### config.mk
export PLATFORM = sky130hd
export DESIGN_NAME = esc_queue
export DESIGN_NICKNAME = d
export VERILOG_FILES = /design/src/rtl/core/encoder_speed_tolerance_check_core_defines.svh /design/src/rtl/core/esc_pkg.sv /design/src/rtl/core/esc_queue.sv
export SDC_FILE = /design/constraint.sdc
export NUM_CORES = 1
export LEC_CHECK = 0
export ABC_AREA = 1
export BUFFER_PORTS_ARGS = -buffer_cell sky130_fd_sc_hd__buf_4
export CAP_MARGIN = 20
export CORE_MARGIN = 5
export CORE_UTILIZATION = 55
export CTS_BUF_LIST = sky130_fd_sc_hd__clkbuf_16
export DETAILED_ROUTE_END_ITERATION = 10
export GPL_TIMING_DRIVEN = 0
export PLACE_DENSITY = 0.8
export SLEW_MARGIN = 15
export SYNTH_ARGS = -nofsm -noshare
export SYNTH_HDL_FRONTEND = slang
export SYNTH_SLANG_ARGS = --single-unit
### constraint.sdc
create_clock -name clk_i -period 11.25 [get_ports clk_i]
set_input_delay 1.6875 -clock clk_i [delete_from_list [all_inputs] [get_ports clk_i]]
set_output_delay 1.6875 -clock clk_i [all_outputs]
set_load 0.005 [all_outputs]
### src/rtl/core/encoder_speed_tolerance_check_core_defines.svh
// Assertion macros for the encoder speed tolerance check core.
// Each macro takes a label, an antecedent, a consequent and a message.
`ifndef ENCODER_SPEED_TOLERANCE_CHECK_CORE_DEFINES_SVH
`define ENCODER_SPEED_TOLERANCE_CHECK_CORE_DEFINES_SVH

`ifndef NO_ASSERTIONS
// Same-cycle implication.
`define ESC_ASSERT_NOW(lbl, ante, cons, msg) \
  lbl: assert property (@(posedge clk_i) disable iff (!rst_ni) (ante) |-> (cons)) \
    else $error(msg);
// Next-cycle implication.
`define ESC_ASSERT_NEXT(lbl, ante, cons, msg) \
  lbl: assert property (@(posedge clk_i) disable iff (!rst_ni) (ante) |=> (cons)) \
    else $error(msg);
`else
`define ESC_ASSERT_NOW(lbl, ante, cons, msg)
`define ESC_ASSERT_NEXT(lbl, ante, cons, msg)
`endif

`endif

### src/rtl/core/esc_pkg.sv
`default_nettype none

package esc_pkg;

  localparam int CountWidth = 48;

  // Tick scale 6e11 = 60e6 us/min * 1e4 ratio scale
  localparam int TickW = 40;
  localparam logic [TickW-1:0] TickScale = 40'd600000000000;
  localparam int NumW = CountWidth + TickW;

  localparam int UsecW  = 24;
  localparam int CprW   = 16;
  localparam int RatioW = 20;
  localparam int TolW   = 7;
  localparam int CmdW   = 17;
  localparam int RpmW   = 32;
  localparam int P1W    = UsecW + CprW;
  localparam int DivW   = P1W + RatioW;
  localparam int RemW   = DivW + 1;
  localparam int CmpW   = (NumW > DivW + RpmW) ? NumW : DivW + RpmW;
  localparam int CntW   = $clog2(TickW);

  localparam int QDepth = 2;

  localparam logic [CountWidth-1:0] TicksMin = CountWidth'(20);
  localparam logic [7:0] Pct100 = 8'd100;

  localparam logic [1:0] RotCw  = 2'd1;
  localparam logic [1:0] RotCcw = 2'd2;

  localparam logic [1:0] RegTol   = 2'd0;
  localparam logic [1:0] RegCpr   = 2'd1;
  localparam logic [1:0] RegRatio = 2'd2;

  // Window bound arithmetic: cmd * (100 +/- tol) and its divide by 100
  localparam int MagW = 25;
  localparam int BndW = 19;
  localparam int RecipW = 26;
  localparam logic [RecipW-1:0] Div100K = 26'd42949673;

  typedef enum logic [1:0] {
    ST_NOT_CHECKED = 2'd0,
    ST_TOO_FEW     = 2'd1,
    ST_IN_TOL      = 2'd2,
    ST_OUT_TOL     = 2'd3
  } status_e;

  typedef enum logic [1:0] {
    KIND_SKIP,
    KIND_FEW,
    KIND_MEASURE
  } kind_e;

  typedef enum logic [2:0] {
    BK_IDLE,
    BK_LOAD,
    BK_MUL,
    BK_BIG,
    BK_DIV,
    BK_CMP
  } back_state_e;

  typedef struct packed {
    logic [TolW-1:0]   tol;
    logic [CprW-1:0]   cpr;
    logic [RatioW-1:0] ratio;
  } cfg_t;

  typedef struct packed {
    kind_e                 kind;
    logic                  neg;
    logic [CountWidth-1:0] mag;
    logic [UsecW-1:0]      usec;
    logic [CmdW-1:0]       cmd;
    logic                  ccw;
  } item_t;

  typedef struct packed {
    status_e         status;
    logic [RpmW-1:0] rpm;
  } res_t;

  // Floor of m / 100 by reciprocal multiply, exact for m below 2^MagW
  function automatic logic [BndW-1:0] div100(input logic [MagW-1:0] m);
    logic [MagW+RecipW-1:0] p;
    p = (MagW+RecipW)'(m) * (MagW+RecipW)'(Div100K);
    return p[32 +: BndW];
  endfunction

endpackage

`default_nettype wire

### src/rtl/core/esc_queue.sv
`default_nettype none

module esc_queue (
  input  wire logic           clk_i,
  input  wire logic           rst_ni,
  input  wire logic           push_i,
  input  wire esc_pkg::item_t wdata_i,
  input  wire logic           pop_i,
  output esc_pkg::item_t      rdata_o,
  output logic                full_o,
  output logic                empty_o
);
  import esc_pkg::*;

  localparam int PtrW = (QDepth > 1) ? $clog2(QDepth) : 1;
  localparam int CntQW = $clog2(QDepth + 1);

  item_t            mem_q [QDepth];
  logic [PtrW-1:0]  wr_ptr_q, wr_ptr_d;
  logic [PtrW-1:0]  rd_ptr_q, rd_ptr_d;
  logic [CntQW-1:0] count_q, count_d;
  logic             do_push;
  logic             do_pop;

  assign full_o  = (count_q == CntQW'(QDepth));
  assign empty_o = (count_q == '0);
  assign do_push = push_i && !full_o;
  assign do_pop  = pop_i && !empty_o;
  assign rdata_o = mem_q[rd_ptr_q];

  always_comb begin
    wr_ptr_d = wr_ptr_q;
    rd_ptr_d = rd_ptr_q;
    count_d  = count_q;
    if (do_push) begin
      wr_ptr_d = (wr_ptr_q == PtrW'(QDepth - 1)) ? '0 : wr_ptr_q + 1'b1;
    end
    if (do_pop) begin
      rd_ptr_d = (rd_ptr_q == PtrW'(QDepth - 1)) ? '0 : rd_ptr_q + 1'b1;
    end
    if (do_push && !do_pop) begin
      count_d = count_q + 1'b1;
    end else if (do_pop && !do_push) begin
      count_d = count_q - 1'b1;
    end
  end

  always_ff @(posedge clk_i or negedge rst_ni) begin
    if (!rst_ni) begin
      wr_ptr_q <= '0;
      rd_ptr_q <= '0;
      count_q  <= '0;
    end else begin
      wr_ptr_q <= wr_ptr_d;
      rd_ptr_q <= rd_ptr_d;
      count_q  <= count_d;
    end
  end

  always_ff @(posedge clk_i) begin
    if (do_push) begin
      mem_q[wr_ptr_q] <= wdata_i;
    end
  end

endmodule

`default_nettype wire

* Word level (Yosys, flattened, before mapping)
Memory sizes are Yosys's and may differ from the RTL's. Cells that the tools add are included.
Storage, ports and cells: register bits 4, memory bits (writable) 186, input port bits 97, logic and storage cells 25, memories 1
Memory list:
- mem_q | words 2, bits a word 93, read ports 1, clocked after memory_dff 0, wr ports 1, RTL line esc_queue.sv:18 | item_t mem_q [QDepth];
Operators by class: add/subtract/negate cells 4, equal/unequal tests 1, multiplexer cells 6, reduce and logical (&&, ||, !) cells 10
Operators by type and width (number):
- $logic_and A1 B1 Y1 | 4
- $logic_not A1 Y1 | 4
- $mux W1 | 4
- $mux W2 | 2
- $add A1 B1 Y1 const B | 2
- $add A2 B1 Y2 const B | 1
- $eq A2 B2 Y1 const B | 1
- $logic_not A2 Y1 | 1
- $reduce_bool A2 Y1 | 1
- $sub A2 B1 Y2 const B | 1

* Depth between registers and ports, before layout
word-level depth 7, gate-level depth with buffers 9, mapped depth without buffers 9

* Worst setup path after synthesis
OpenSTA, ideal clock, no wires.
path kind input to register, start point input port push_i, end point memory mem_q[1][0] in the netlist's numbering, enable pin, data arrival time 5.666 ns, data required time 10.705 ns, slack 5.038 ns, stages on the path 2, buffers on the path 0, path through o21ai_0 nor2_1
Between the ends: longest elaborated chain between the ends 3
RTL lines:
- start: declaration | RTL line esc_queue.sv:6 | input wire logic push_i,
- $logic_and A1 B1 Y1 | RTL line esc_queue.sv:27 | assign do_push = push_i && !full_o;
- $mux W1 | RTL line esc_queue.sv:61 | if (do_push) begin
- $mux W1 (implied by the code) | RTL line esc_queue.sv:62 | mem_q[wr_ptr_q] <= wdata_i;
- end: declaration | RTL line esc_queue.sv:18
No other way between the ends.

==> flow_summary.toml <==
[run_status]
outcome = "completed"

[drt]
vias = 4474
drt_iter0_drc = 324
drcViolationCount = 0
routed_wl_um = 14650
ant_nets = 0
wl_per_cell_um = 15.97
drt_pass1_iterations = 5
avgViaCountPerCell = 4.879

[yosys]
synthTopCellsByArea = "edfxtp_1 (80%), nand2_1 (15%), dfrtp_1 (1.4%)"
syn_avg_cell_area_um2 = 13.55
synthTopCellsByCount = "nand2_1 (288), edfxtp_1 (186), buf_2 (13)"
synthArstFlopShare_pct = 2.105
synth_cells = 518
synth_edf_count = 186
synth_ff_type = "edfxtp_1"
synth.distinct_cells = 14
synth_seq_cells = 190
ys_warn_count = 0
synthDominantCellAreaShare_pct = 79.60
synth_most_common_cell = "nand2_1"
yosysTopAreaCell = "edfxtp_1"
seq_area_frac_synth_pct = 81.03
synth_area_um2 = 7017
synth_fp_nets = 616

[timing]
rsz0062_at_grt = "false"
post-route-period-util_pct = 29.24
finClkSkew_ps = 7.175
finalMaxSlewViolations = 0
period_minus_slack_ps = 3289
tns_ps = 0
max_clock_freq_ghz = 0.3040
relSlewSlack_pct = 55.45
finalSetupViolCount = 0
tightest_slew_ps = 668.2
finalHoldViolCount = 0

[critical_path]
crit_slowest_cell = "dfrtp_1"
cp_cell_sequence = "buf_2, inv_2, buf_6, buf_6, nand2_1, nand2_1, buf_4"
end_kind = "output pin"
path_class = "flip-flop to output pin"
crit_required_ps = 9560
path_delay_family = "buffers and inverters"
cp.arrival_ps = 1600
critPathMaxFanout = 10
setup.worst_path.start_class = "flip-flop"
path_buf_inv = 5
cp_slowest_stage_delay_ps = 360

[layout]
diodes = 0
syn2layout_area_growth_pct = 34.40
fillers = 785
final_nets = 830
regArea_um2 = 5685
multi_input_area_um2 = 1154
final_core_util_pct = 75.03
drive_gt1_share_pct = 33.56

[clock_tree]
clkTransAtPathRegs_ps = 70
hold_buffers = 0
cts_sinks = 190
clockBufferDepth = 2
post_cts_buffers = 0
cts_max_level = 4
cts-root-buf = "clkbuf_16"
cts_resized = 0
cts_tree = "done"
clk_latency_ps = 420
cts_buffers = 17

[placed_design]
gp_congestion = 0.7227
hpwlAfterDp_um = 10110
portBuffers = 191

[floorplanning]
num_rows = 41
die-area_um2 = 15120
coreArea_um2 = 12570
ioPinCount = 192
start_util_pct = 55.83
die_h_um = 123.0
die_x_um = 123.0

[grt]
grt_pass1_wl_um = 22760
grt_use_total_pct = 20.09
grt_max_degree = 51
first_global_vias = 4770
grt_antenna_before_repair = 0
grt_overflow = 0

[power]
total_power_mw = 2.486
leakage_nw = 4.076
pwr_density_cell_nw_per_um2 = 263.6
ir_drop_uv = 139.6

[run]
maxCapViolCount = 0

[hold_path]
min-delay-path-class = "flip-flop to flip-flop"
[per-stage QoR]
step                hold WS [ps]  cell area [um2]  std cells  worst slack, ps
global placement           461.2             8666        881             2991
floorplan                  449.0             7017        518             5038
global route               544.4             9430        917             7798
detailed placement         492.4             8763        885             7894
CTS                        509.5             9430        917             7935
finish                     502.1             9430        917             7961
[final cells by class]
cell class / instances / area share (%)
clock inverters: 15 / 2.561
clock buffers: 17 / 4.511
repair buffers: 195 / 16.13
plain buffers: 21 / 1.645
flip-flops and latches: 190 / 60.29
well taps: 172 / 2.282
multi-input cells: 299 / 12.23
inverters: 8 / 0.3450
[final timing paths]
kind / startpoint / endpoint / slack (ps) / depth (start not counted)
max: rd_ptr_q / rdata_o[50] / 7960 / 7
min in group asynchronous: rst_ni / count_q[1] / 1050 / 1
max reg2reg: count_q[1] / mem_q[1][90] / 9170 / 5
min reg2reg: wr_ptr_q / wr_ptr_q / 500 / 2
min: wr_ptr_q / wr_ptr_q / 500 / 2
max in group asynchronous: rst_ni / wr_ptr_q / 10100 / 1
[layout by cell type, fill, tap and decap left out, types with 2 or more instances in the layout]
master,count
dfrtp_1,4
buf_6,8
nor2_1,3
clkinv_4,2
inv_6,2
edfxtp_1,186
buf_4,191
inv_1,6
buf_2,13
buf_12,3
clkbuf_16,17
nand2_1,288
clkinv_2,3
o21ai_0,2
bufinv_16,6
[layer usage]
| layer | GRT usage (%) | up-vias | part of all wire, % |
|---|---|---|---|
| li1 | - | 2170 | - |
| met1 | 22.73 | 2126 | 37 |
| met4 | 7.558 | 0 | 1.6 |
| met3 | 7.228 | 20 | 8.9 |
| met5 | 0 | - | 0 |
| met2 | 34.98 | 158 | 52 |
[power breakdown]
group,switching [mW],internal (mW),total (mW)
Combinational,0.449,0.372,0.820
Sequential,0.0391,0.964,1.00
Clock,0.246,0.417,0.662
[worst register-to-register path: cells and delay by family (launching register included)]
kind            cells  cell delay [ps]
flops               1              400
compound gates      1              180
simple gates        1              570
buf+inv             3              610
[logic make-up (layout without fill, tap and decap cells)]
family          count (synthesis)  in the layout  share of synthesized area, %
flops                         190            190                         81.03
buf+inv                        29            256                         2.639
xor+xnor                        1              1                        0.1248
compound gates                  2              2                        0.1427
fa+ha+maj                       1              1                        0.1783
simple gates                  295            295                         15.89
[registers in the layout, summed over array words and instances (netlist names)]
signal and count:
rd_ptr_q 1, wr_ptr_q 1, mem_q 186, count_q 2
(Power assumes the default switching activity.)
