### src/rtl/core/encoder_speed_tolerance_check_core_defines.svh
// Assertion macros for the encoder speed tolerance check core.
// Each macro takes a label, an antecedent, a consequent and a message.
`ifndef ENCODER_SPEED_TOLERANCE_CHECK_CORE_DEFINES_SVH
`define ENCODER_SPEED_TOLERANCE_CHECK_CORE_DEFINES_SVH

`ifndef NO_ASSERTIONS
// Same-cycle implication.
`define ESC_ASSERT_NOW(lbl, ante, cons, msg) \
  lbl: assert property (@(posedge clk_i) disable iff (!rst_ni) (ante) |-> (cons)) \
    else $error(msg);
// Next-cycle implication.
`define ESC_ASSERT_NEXT(lbl, ante, cons, msg) \
  lbl: assert property (@(posedge clk_i) disable iff (!rst_ni) (ante) |=> (cons)) \
    else $error(msg);
`else
`define ESC_ASSERT_NOW(lbl, ante, cons, msg)
`define ESC_ASSERT_NEXT(lbl, ante, cons, msg)
`endif

`endif

### src/rtl/core/esc_pkg.sv
`default_nettype none

package esc_pkg;

  localparam int CountWidth = 48;

  // Tick scale 6e11 = 60e6 us/min * 1e4 ratio scale
  localparam int TickW = 40;
  localparam logic [TickW-1:0] TickScale = 40'd600000000000;
  localparam int NumW = CountWidth + TickW;

  localparam int UsecW  = 24;
  localparam int CprW   = 16;
  localparam int RatioW = 20;
  localparam int TolW   = 7;
  localparam int CmdW   = 17;
  localparam int RpmW   = 32;
  localparam int P1W    = UsecW + CprW;
  localparam int DivW   = P1W + RatioW;
  localparam int RemW   = DivW + 1;
  localparam int CmpW   = (NumW > DivW + RpmW) ? NumW : DivW + RpmW;
  localparam int CntW   = $clog2(TickW);

  localparam int QDepth = 2;

  localparam logic [CountWidth-1:0] TicksMin = CountWidth'(20);
  localparam logic [7:0] Pct100 = 8'd100;

  localparam logic [1:0] RotCw  = 2'd1;
  localparam logic [1:0] RotCcw = 2'd2;

  localparam logic [1:0] RegTol   = 2'd0;
  localparam logic [1:0] RegCpr   = 2'd1;
  localparam logic [1:0] RegRatio = 2'd2;

  // Window bound arithmetic: cmd * (100 +/- tol) and its divide by 100
  localparam int MagW = 25;
  localparam int BndW = 19;
  localparam int RecipW = 26;
  localparam logic [RecipW-1:0] Div100K = 26'd42949673;

  typedef enum logic [1:0] {
    ST_NOT_CHECKED = 2'd0,
    ST_TOO_FEW     = 2'd1,
    ST_IN_TOL      = 2'd2,
    ST_OUT_TOL     = 2'd3
  } status_e;

  typedef enum logic [1:0] {
    KIND_SKIP,
    KIND_FEW,
    KIND_MEASURE
  } kind_e;

  typedef enum logic [2:0] {
    BK_IDLE,
    BK_LOAD,
    BK_MUL,
    BK_BIG,
    BK_DIV,
    BK_CMP
  } back_state_e;

  typedef struct packed {
    logic [TolW-1:0]   tol;
    logic [CprW-1:0]   cpr;
    logic [RatioW-1:0] ratio;
  } cfg_t;

  typedef struct packed {
    kind_e                 kind;
    logic                  neg;
    logic [CountWidth-1:0] mag;
    logic [UsecW-1:0]      usec;
    logic [CmdW-1:0]       cmd;
    logic                  ccw;
  } item_t;

  typedef struct packed {
    status_e         status;
    logic [RpmW-1:0] rpm;
  } res_t;

  // Floor of m / 100 by reciprocal multiply, exact for m below 2^MagW
  function automatic logic [BndW-1:0] div100(input logic [MagW-1:0] m);
    logic [MagW+RecipW-1:0] p;
    p = (MagW+RecipW)'(m) * (MagW+RecipW)'(Div100K);
    return p[32 +: BndW];
  endfunction

endpackage

`default_nettype wire

### src/rtl/core/esc_front.sv
`default_nettype none

module esc_front (
  input  wire logic                           clk_i,
  input  wire logic                           rst_ni,
  input  wire logic                           in_valid_i,
  input  wire logic                           q_full_i,
  input  wire logic signed [47:0]             encoder_count_i,
  input  wire logic [esc_pkg::UsecW-1:0]      interval_us_i,
  input  wire logic [esc_pkg::CmdW-1:0]       commanded_rpm_i,
  input  wire logic [1:0]                     rotation_i,
  input  wire logic                           speed_known_i,
  input  wire esc_pkg::cfg_t                  cfg_i,
  output logic                                q_push_o,
  output esc_pkg::item_t                      q_item_o
);
  import esc_pkg::*;

  logic [CountWidth-1:0] prev_count_q, prev_count_d;
  logic [63:0]           cnt_ext;
  logic [CountWidth-1:0] cnt;
  logic [CountWidth-1:0] diff;
  logic [CountWidth-1:0] mag;
  logic                  neg;
  logic                  checked;
  logic                  zero_div;

  assign cnt_ext  = 64'(encoder_count_i);
  assign cnt      = cnt_ext[CountWidth-1:0];
  assign diff     = cnt - prev_count_q;
  assign neg      = diff[CountWidth-1];
  assign mag      = neg ? (~diff + 1'b1) : diff;
  assign checked  = speed_known_i && (rotation_i == RotCw || rotation_i == RotCcw);
  assign zero_div = (interval_us_i == '0) || (cfg_i.cpr == '0) || (cfg_i.ratio == '0);
  assign q_push_o = in_valid_i && !q_full_i;

  always_comb begin
    q_item_o.neg  = neg;
    q_item_o.mag  = mag;
    q_item_o.usec = interval_us_i;
    q_item_o.cmd  = commanded_rpm_i;
    q_item_o.ccw  = (rotation_i == RotCcw);
    if (!checked) begin
      q_item_o.kind = KIND_SKIP;
    end else if (mag < TicksMin || zero_div) begin
      q_item_o.kind = KIND_FEW;
    end else begin
      q_item_o.kind = KIND_MEASURE;
    end
  end

  // Advance the stored count on every checked sample
  always_comb begin
    prev_count_d = prev_count_q;
    if (q_push_o && checked) begin
      prev_count_d = cnt;
    end
  end

  always_ff @(posedge clk_i or negedge rst_ni) begin
    if (!rst_ni) begin
      prev_count_q <= '0;
    end else begin
      prev_count_q <= prev_count_d;
    end
  end

endmodule

`default_nettype wire

### config.mk
export PLATFORM = sky130hd
export DESIGN_NAME = esc_front
export DESIGN_NICKNAME = d
export VERILOG_FILES = /design/src/rtl/core/encoder_speed_tolerance_check_core_defines.svh /design/src/rtl/core/esc_pkg.sv /design/src/rtl/core/esc_front.sv
export SDC_FILE = /design/constraint.sdc
export NUM_CORES = 1
export LEC_CHECK = 0
export ABC_AREA = 1
export BUFFER_PORTS_ARGS = -buffer_cell sky130_fd_sc_hd__buf_4
export CAP_MARGIN = 20
export CELL_PAD_IN_SITES_DETAIL_PLACEMENT = 0
export CELL_PAD_IN_SITES_GLOBAL_PLACEMENT = 2
export CORE_MARGIN = 2
export CORE_UTILIZATION = 25
export CTS_BUF_LIST = sky130_fd_sc_hd__clkbuf_16
export CTS_CLUSTER_SIZE = 10
export DETAILED_ROUTE_END_ITERATION = 8
export GPL_TIMING_DRIVEN = 0
export PLACE_DENSITY_LB_ADDON = 0.1
export SLEW_MARGIN = 10
export SYNTH_ARGS = -nofsm -noshare
export SYNTH_HDL_FRONTEND = slang
export SYNTH_SLANG_ARGS = --single-unit
### constraint.sdc
create_clock -name clk_i -period 4.1 [get_ports clk_i]
set_input_delay 0.41 -clock clk_i [delete_from_list [all_inputs] [get_ports clk_i]]
set_output_delay 0.41 -clock clk_i [all_outputs]
set_load 0.02 [all_outputs]
# Word level (Yosys, flattened, before mapping)
# Cells that the tools add are included.
# word_totals
regBits	48
inputBits	139
out_inout_bits	94
word_cells	21
# op_classes
n_addsub	2
order_cmp	1
eq_ne	2
muxes	3
bitwise_logic	1
n_reduce_logical	11
# ops
cell	count
$add A48 B1 Y48 const B	1
$lt A48 B5 Y1 const B	1
$mux W48	1
$not A48 Y48	1
$sub A48 B48 Y48	1
$logic_not A24 Y1	1
$logic_not A20 Y1	1
$logic_not A16 Y1	1
$logic_or A1 B1 Y1	4
$mux W2	2
$logic_and A1 B1 Y1	3
$eq A2 B1 Y1 const B	1
$eq A2 B2 Y1 const B	1
$logic_not A1 Y1	1

# Depth between registers and ports, before layout
# Gate-level depths: netlist of the first run.
# logic_depth
word_depth	8
depth_mapped	30
depth_no_buf	30

# Least setup slack after synthesis of the first run
# OpenSTA, ideal clock, no wires.
# synth_timing
path_type	input to output
startpoint	input encoder_count_i[0]
endpoint	output q_item_o[92] in the netlist's numbering
t_arrival_ns	3.233
required_time_ns	3.690
setup_slack_ns	0.457
cell_stages	26
n_path_buf	0
cell_sequence	inv_1 ha_1 fa_1 ha_1 inv_1 nor2_1 nand2_2 nor2_1 nand2_1 nor2_4 nand2_2 nor2_4 inv_2 nor2_1 nand3b_1 nor2_1 nand2_1 nand2_1 nand2_1 nand2_1 inv_2 nand2_1 nor2_1 nand2_1 nand2_1 nor2_1
# synth_rtl
item	line	rtl
start: declaration	esc_front.sv:8	input wire logic signed [47:0] encoder_count_i,
end: declaration	esc_front.sv:15	output esc_pkg::item_t q_item_o

==> metrics.txt, run 1 <==
Post-synth EDFFs=0; status=complete, but fails checks; post-route minimum period=4250 ps; hold_ws=127 ps; power per cell area=556 mW/mm2; # rows=68; Min-Delay Path Class=in2async; largest register by flop count=prev_count_q; Max Freq=235 MHz; H-tree Lvls=2; post-DR wirelength/cell=15.1 um; CP Buf/Inv Count=3; Synth async-reset ratio=100%; all-layer global routing usage=19.4%; DIE AREA=0.0368 mm2; clock latency on the worst-skew pair=310 ps; post-DR vias/cell=4.36; commonest non-fill, non-tap cell in the layout=nand2_1; yosys warns=0; Least-Margin Pin Slew=754 ps; Die W=192 um; Antenna Cells=0; Final Slew Violations=0; I/O Buffers=208; relative slew slack=49.8%; Final period util=104%; Placeable Area=0.0346 mm2; ys flop type=dfrtp_1; antenna-violating nets left=0; crit-path max FO=3; post-synth net total=1874; RSZ-0062 raised after global routing=true; routed wire length=35800 um; Critical Path End Type=primary output; io pins=233; Crit path largest cell delay=620 ps; CP max stage cell=fa_2; max_cap viols=0; Placer Congestion=0.826; crit start category=flip-flop; initial antenna violation count=0; drt first pass iters=5; grt ovf=0; CTS tree=yes; worst-path cell chain=ha_4 > fa_2 > ha_4 > inv_2 > nor2_2 > nand2_2 > nor2_2 > nand2_2 > nor2_4 > nand2_2 > nor2_4 > inv_2 > nor2_4 > nand2_1 > nor2_2 > nand3b_1 > nand2_1 > nand2_1 > a21oi_2 > nand2_1 > nor2_2 > nand2_2 > a21oi_2 > buf_6; Fin. Hold Viols=0; Post-Syn Area=0.00882 mm2; Clock Path Buffers=2; Post-Synthesis Cells=1685; kind of critical path=reg2out; final setup fails=2; commonest cells after routing, fill and taps aside=551 x nand2_1, 310 x inv_1, 266 x buf_4; vias in the first global route=9973; Worst VDD drop=0.355 mV; skew final=0 ps; first-pass GRT wire length=54900 um; total design power=0.00670 W; chip height=192 um; syn_area_per_cell=5.23 um2; DRT iter0 DRCs=491; cell family with the largest share of critical-path delay=simple AND/OR/NAND/NOR gates; Worst Setup Slack, final=-147 ps; share of layout cells above drive strength 1=28.6%; Pleak=6.69 nW; Crit path required time=3690 ps; largest net degree at the start of global routing=49; Regs by FF count=prev_count_q x48; Netlist cell types=39; clock buffer count from CTS=5; failing checks=negative setup slack; Final Util=34.8%; Seq/Total Area, Yosys=13.6%; Syn-to-layout area delta=36.6%; Worst EP arrival=3840 ps; clk slew on worst S/H paths=70 ps; Initial Util=25.5%; max reg flops=48; total number of vias=10365; clock sink count=48; fin nets=2109; cts hold-fix bufs=0; #FFs+latches synth=48; remaining routing DRC violations=0; DP Wirelength=31700 um; clock root buffer master=clkbuf_16
==> cells by family after synthesis <==
logic type               share of synthesized area, %
AO/OA/AOI/OAI                                    7.29
buffers and inverters                            18.7
adder cells (fa/ha/maj)                          7.18
multiplexers                                    0.128
flip-flops                                       13.6
XOR/XNOR                                         1.59
AND/OR/NAND/NOR                                  51.5
==> routing by layer <==
| metal | GRT usage [%] | up-vias | part of all wire (%) |
|---|---|---|---|
| met4 | 3.43 | 0 | 1.2 |
| li1 | - | 5549 | - |
| met3 | 1.37 | 21 | 2.5 |
| met1 | 28.6 | 4627 | 52 |
| met5 | 0 | - | 0 |
| met2 | 31.1 | 168 | 44 |
==> Yosys cell counts (6+ instances only) <==
master	instances	area share, %
o21ai_1	7	0.40
buf_4	45	3.8
ha_1	49	7.0
clkbuf_1	6	0.26
inv_2	18	0.77
nor2_1	203	8.6
nand3_2	11	1.2
a21oi_1	82	4.7
nand2_2	43	3.0
dfrtp_1	48	14
inv_1	312	13
nand3_1	104	5.9
nand3b_1	11	0.94
nand2_1	614	26
nor4_1	16	1.1
o21ai_0	15	0.85
xor2_1	15	1.5
nand4_1	23	1.6
nor2_2	20	1.4
nor2_4	9	1.1
==> final timing paths <==
kind | start | to | slack, ps | depth (start not counted)
setup / recovery | prev_count_q[0] | q_item_o[91] | -150 | 24
setup reg to reg | prev_count_q[47] | prev_count_q[47] | 3340 | 1
hold / removal | rst_ni | prev_count_q[8] | 130 | 1
hold reg to reg | prev_count_q[34] | prev_count_q[34] | 520 | 2
max in group asynchronous | rst_ni | prev_count_q[42] | 3520 | 1
min in group clk_i | encoder_count_i[47] | prev_count_q[47] | 350 | 2
==> final cells by class <==
cell class / count / area, um2
Clock inverter: 3 / 20.0
Fill cell: 3958 / 22600
Inverter: 333 / 1250
Multi-Input combinational cell: 1246 / 6740
Sequential cell: 48 / 1200
Tap cell: 455 / 569
Clock buffer: 5 / 125
Buffer: 59 / 410
Timing Repair Buffer: 227 / 1730
==> power breakdown <==
group / total (W) / switching, W / leakage (nW) / internal [W]
Clock: 0.000438 / 0.000213 / 0.0712 / 0.000226
Combinational: 0.00565 / 0.00368 / 6.10 / 0.00197
Sequential: 0.000611 / 0.0000306 / 0.517 / 0.000580
==> timing repair <==
action | 4_1_cts | 5_1_grt
cloned | 0 | 1
gates resized for setup | 81 | 136
setup endpoints to repair | 4 | 5
setup buffers | 8 | 11
pin swaps | 12 | 57
hold endpoints to repair | 0 | 0
==> per-stage QoR <==
step	TNS (ps)	worst slack [ps]	instance area [um2]	instances
after global placement	-707	-361	11000	2348
final	-290	-147	12000	2376
after CTS	-267	-145	11400	2364
after detailed placement	-740	-375	11000	2348
after global routing	-787	-401	12000	2376
after floorplan	0	457	8820	1685
Note: power is estimated with default switching activity, not from simulation.
==> run 2: changes to the inputs <==
- ABC_AREA: 1 -> 0
- PLACE_DENSITY: not set -> 0.84
- PLACE_DENSITY_LB_ADDON: 0.1 -> not set
==> metrics.txt, run 2 <==
status=complete, but fails checks; failing checks=negative setup slack; Antenna Cells=0 (unchanged); post-DR wirelength/cell=18.0 um (+19%); RSZ-0062 raised after global routing=true; GRT Max-Usage Layer=met2; power per cell area=681 mW/mm2 (+22%); Pleak=5.07 nW (-24%); Worst EP arrival=5470 ps (+1630 ps); post-synth net total=1294 (-31%); clk slew on worst S/H paths=70 ps (about the same); Placeable Area=0.0307 mm2 (-11%); crit start category=flip-flop; skew final=0 ps (unchanged); grt ovf=0 (unchanged); Worst Setup Slack, final=-1780 ps (-1630 ps); Setup Slack @ Placement=-2370 ps (-1990 ps); Fin. Hold Viols=0 (unchanged); max_cap viols=0 (unchanged); DP Wirelength=25500 um (-19%); total design power=0.00837 W (+25%); Netlist cell types=87 (+120%); relative slew slack=46.5% (-3.2 points); clock root buffer master=clkbuf_16; commonest cells after routing, fill and taps aside=316 x buf_4, 126 x nand2_1, 79 x o21ai_0; DIE AREA=0.0326 mm2 (-11%); Placer Congestion=0.846 (+2.3%); fill cell count=3175 (-20%); Worst VDD drop=0.268 mV (-24%); largest register by flop count=prev_count_q; antenna-violating nets left=0 (unchanged); initial antenna violation count=0 (unchanged); crit-path max FO=4 (+1); Logic pwr share=87.6% (+3.3 points); cts hold-fix bufs=0 (unchanged); top-area cell type share of the netlist area=15.4% (-11 points); yosys warns=0 (unchanged); hold_ws=129 ps (+1.70 ps); H-tree Lvls=2 (unchanged); worst setup path startpoint=prev_count_q[0]; clock buffer count from CTS=5 (unchanged); clock latency on the worst-skew pair=310 ps (about the same); Syn-to-layout area delta=57.6%; most common cell in the netlist=nand2_1; Synth async-reset ratio=100% (unchanged); Min-Delay Path Class=in2async; R2R setup slack=3310 ps (-30 ps); share of layout cells above drive strength 1=42.2% (+14 points); total number of vias=9418 (-9.1%); part of the power in registers=7.5% (-1.6 points); commonest non-fill, non-tap cell in the layout=buf_4; worst-path cell chain=ha_4 > fa_2 > buf_6 > xor2_4 > nand3_2 > mux2_4 > a211oi_4 > or4b_4 > or3b_4 > or4_4 > buf_12 > buf_6 > o31ai_4 > xnor2_2 > a2111oi_1 > nand4_1 > o31a_1 > buf_6; # rows=64 (-5.9%); remaining routing DRC violations=0 (unchanged); vias in the first global route=8736 (-12%); Regs by FF count=prev_count_q x48; Post-Syn Area=0.00779 mm2 (-12%); first-pass GRT wire length=48600 um (-12%); Max Freq=170 MHz (-28%); clock sink count=48 (unchanged); cell family with the largest share of critical-path delay=simple AND/OR/NAND/NOR gates; I/O Buffers=208 (unchanged); reg-to-reg startpoint=prev_count_q[0]; Least-Margin Pin Slew=796 ps (+42.5 ps); most used cell, CP=buf_6; ranking of synthesized cells by area=dfrtp_1 15%, ha_1 7.9%, o21ai_0 6.5%, nand2_1 6.3%, xnor2_1 5.6%; Post-synth top cells=131 x nand2_1, 101 x o21ai_0, 69 x nor2_1; P_sw=0.00445 W (+13%); fin nets=1577 (-25%); routed wire length=32200 um (-10%); clock network power share=4.9% (-1.6 points); met1 Use GR=24.6% (-4.0 points); kind of critical path=reg2out; Final Slew Violations=0 (unchanged); largest net degree at the start of global routing=49 (unchanged); Post-synth EDFFs=0 (unchanged); max reg flops=48 (unchanged); drt first pass iters=5 (unchanged); Clock Path Buffers=2 (unchanged); Post-Synthesis Cells=1105 (-34%); Crit path required time=3690 ps (about the same); ys flop type=dfrtp_1; syn_area_per_cell=7.05 um2 (+35%); Seq/Total Area, Yosys=15.4% (+1.8 points); Reg2Reg Depth=1 (unchanged); GR Layer Usage met2=31.5% (+0.42 points); cell-internal power=0.00392 W (+41%); Initial Util=25.4% (-0.057 points); area leader, netlist=dfrtp_1; CTS tree=yes; CP max stage cell=or4b_4; Critical Path End Type=primary output; GRT met3 Usage=2.57% (+1.2 points); io pins=233 (unchanged); DRT iter0 DRCs=628 (+28%); post-DR vias/cell=5.28 (+21%); chip height=181 um (-5.9%); Worst R2R End=prev_count_q[0]; Final period util=143% (+40 points); CP Buf/Inv Count=4 (+1); Die W=181 um (-5.9%); all-layer global routing usage=18.4% (-0.97 points); #FFs+latches synth=48 (unchanged); Sw Ratio=53.2% (-5.4 points); Crit path largest cell delay=520 ps (-100 ps); final setup fails=38 (+36); post-route minimum period=5880 ps (+1630 ps)
## run 2: changes by cell type after synthesis, moves of 49 or more
cell and change:
inv_1 -252, nand2_1 -483, nand3_1 -72, nor2_1 -134, o21ai_0 +86, xnor2_1 +49
## run 2: power groups by stage
stage               clock network, W  registers, W  logic (W)
floorplan                          0      0.000628    0.00393
global placement                   0      0.000632    0.00589
detailed placement                 0      0.000635    0.00590
CTS                         0.000429      0.000626    0.00648
global route                0.000448      0.000642    0.00784
finish                      0.000413      0.000628    0.00733
## run 2: logic make-up after synthesis
logic type | synth area share [%]
fa+ha+maj | 8.12
compound gates | 28.0
flops | 15.4
xor+xnor | 8.76
simple gates | 28.5
mux | 1.24
buf+inv | 9.98
## run 2: timing repair
item / in CTS / in global routing
resized for setup: 134 / 147
setup buffers: 27 / 61
pin swaps: 21 / 45
gates cloned: 0 / 0
endpoints found under the setup margin: 50 / 44
## run 2: layout make-up
class                      instances  area (um2)  area share [%]
inverter                          60         240            1.96
clock inverter                     3        11.3          0.0917
timing repair buffer             295        2300            18.7
tap                              396         495            4.03
sequential                        48        1200            9.78
buffer                            80         691            5.62
multi-input combinational        898        7220            58.8
clock buffer                       5         125            1.02
## run 2: how the worst max path moves through the flow
stage	to	cells past startpoint
after floorplan	q_item_o[92]	16
after global routing	q_item_o[92]	18
final	q_item_o[92]	18
after global placement	q_item_o[92]	19
after CTS	q_item_o[92]	16
after detailed placement	q_item_o[92]	19
## run 2: stage by stage
| stage | cells | utilization [%] | TNS, ps | cell area (um2) |
|---|---|---|---|---|
| after floorplan | 1105 | - | -3170 | 8170 |
| after global placement | 1709 | 33.3 | -49250 | 10200 |
| after detailed placement | 1709 | 33.3 | -48070 | 10200 |
| after CTS | 1728 | 36.3 | -19590 | 11100 |
| after global routing | 1785 | 40.0 | -25650 | 12300 |
| final | 1785 | 40.0 | -19900 | 12300 |
## run 2: layer usage
layer / wire, um / vias up
met5: 0 / -
met4: 488 / 0
met3: 1640 / 26
met2: 15600 / 305
met1: 14400 / 4501
li1: - / 4586
==> run 3: changes to the inputs <==
- CORE_ASPECT_RATIO: not set -> 0.9
==> metrics.txt, run 3 (synthesis gave the netlist of run 2 again) <==
Max Freq=171 MHz (+0.39%); Worst EP arrival=5450 ps (-20 ps); initial antenna violation count=0 (unchanged); final setup fails=40 (+5.3%); clock root buffer master=clkbuf_16; DRT iter0 DRCs=785 (+25%); grt ovf=0 (unchanged); Least-Margin Pin Slew=876 ps (+79.5 ps); skew final=0 ps (unchanged); Worst VDD drop=0.465 mV (+73%); clock latency on the worst-skew pair=300 ps (about the same); max_cap viols=0 (unchanged); clock sink count=48 (unchanged); Syn-to-layout area delta=62.6%; max reg flops=48 (unchanged); share of layout cells above drive strength 1=44.6% (+2.4 points); Critical Path End Type=primary output; vias in the first global route=8898 (+1.9%); # rows=61 (-4.7%); Placeable Area=0.0308 mm2 (+0.29%); Placer Congestion=0.879 (+4.0%); Final period util=143% (-0.55 points); Initial Util=25.3% (-0.073 points); status=complete, but fails checks; Min-Delay Path Class=in2async; cell family with the largest share of critical-path delay=simple AND/OR/NAND/NOR gates; CP max stage cell=fa_2; post-route minimum period=5860 ps (-22.7 ps); largest register by flop count=prev_count_q; RSZ-0062 raised after global routing=true; clock buffer count from CTS=5 (unchanged); total number of vias=9758 (+3.6%); fin nets=1604 (+1.7%); Pleak=5.21 nW (+2.9%); routed wire length=33900 um (+5.3%); total design power=0.00902 W (+7.7%); Reg2Reg Depth=2 (+1); Antenna Cells=0 (unchanged); relative slew slack=41.2% (-5.4 points); CP Buf/Inv Count=2 (-2); Final Slew Violations=0 (unchanged); DIE AREA=0.0326 mm2 (about the same); post-DR wirelength/cell=18.6 um (+3.0%); Clock Path Buffers=2 (unchanged); io pins=233 (unchanged); hold_ws=130 ps (+1.32 ps); first-pass GRT wire length=49500 um (+1.8%); Die W=190 um (+5.3%); Regs by FF count=prev_count_q x48; reg-to-reg startpoint=prev_count_q[0]; R2R setup slack=3180 ps (-130 ps); Crit path required time=3690 ps (about the same); power per cell area=711 mW/mm2 (+4.4%); commonest cells after routing, fill and taps aside=326 x buf_4, 126 x nand2_1, 80 x o21ai_0; post-DR vias/cell=5.35 (+1.3%); crit start category=flip-flop; Crit path largest cell delay=570 ps (+50 ps); drt first pass iters=5 (unchanged); Worst R2R End=prev_count_q[0]; I/O Buffers=208 (unchanged); clk slew on worst S/H paths=70 ps (about the same); all-layer global routing usage=19.3% (+0.82 points); CTS tree=yes; DP Wirelength=26300 um (+3.0%); largest net degree at the start of global routing=49 (unchanged); crit-path max FO=5 (+1); commonest non-fill, non-tap cell in the layout=buf_4; worst-path cell chain=ha_4 > fa_2 > ha_4 > nand3b_1 > mux2_4 > a211oi_4 > or4b_4 > or3b_4 > or4_4 > nor4_4 > buf_4 > a21oi_2 > a2111oi_2 > nand4_1 > or4_4 > o32ai_4 > buf_6; antenna-violating nets left=0 (unchanged); Fin. Hold Viols=0 (unchanged); kind of critical path=reg2out; H-tree Lvls=2 (unchanged); chip height=172 um (-5.0%); remaining routing DRC violations=0 (unchanged); failing checks=negative setup slack; Worst Setup Slack, final=-1760 ps (+22.7 ps)
==> run 3: cell types whose count changed in the layout (fill, tap and decap cells not counted), moves of 6 or more <==
| cell | delta |
|---|---|
| buf_4 | +10 |
| a21oi_1 | -6 |
| a21oi_2 | +6 |
| buf_6 | +20 |
==> run 3: worst max path at each step <==
stage / from / end / cells past startpoint
final: prev_count_q[0] / q_item_o[91] / 17
after global routing: prev_count_q[0] / q_item_o[92] / 17
after CTS: prev_count_q[0] / q_item_o[92] / 17
after detailed placement: encoder_count_i[6] / q_item_o[92] / 16
after global placement: encoder_count_i[6] / q_item_o[92] / 16
after floorplan: encoder_count_i[0] / q_item_o[92] / 16
==> run 3: per-layer routing <==
metal	track usage, %	wire length [um]
met5	0	0
met4	4.48	643
met3	2.53	2310
met2	32.0	15500
met1	26.5	15400
==> run 3: timing repair <==
item,CTS,global route
hold buffers,0,0
endpoints found under the hold margin,0,0
resized for setup,182,144
endpoints found under the setup margin,50,46
pin swaps,50,59
gates cloned,0,0
setup buffers,54,70
==> run 3: per-stage QoR <==
stage,instance area (um2),setup TNS [ps],setup WS (ps),std cells,utilization [%]
final,12700,-22980,-1760,1825,41.2
after CTS,11600,-19910,-1740,1766,37.6
after global routing,12700,-28140,-1910,1825,41.2
after global placement,10200,-47000,-2300,1722,33.3
after floorplan,8170,-3170,-1130,1105,-
after detailed placement,10200,-47330,-2290,1722,33.3
==> run 3: final cells by class <==
type,count,area [um2]
buffer,75,609
clock buffer,5,125
clock inverter,3,15.0
fill,3119,18100
inverter,60,240
multi-input combinational,898,7330
sequential,48,1200
tap,409,512
timing repair buffer,327,2640
==> run 3: report_power, final <==
group	leakage, nW	switching (W)	total [W]	internal [W]
logic	4.56	0.00451	0.00797	0.00346
registers	0.585	0.0000355	0.000628	0.000593
clock network	0.0687	0.000197	0.000419	0.000223
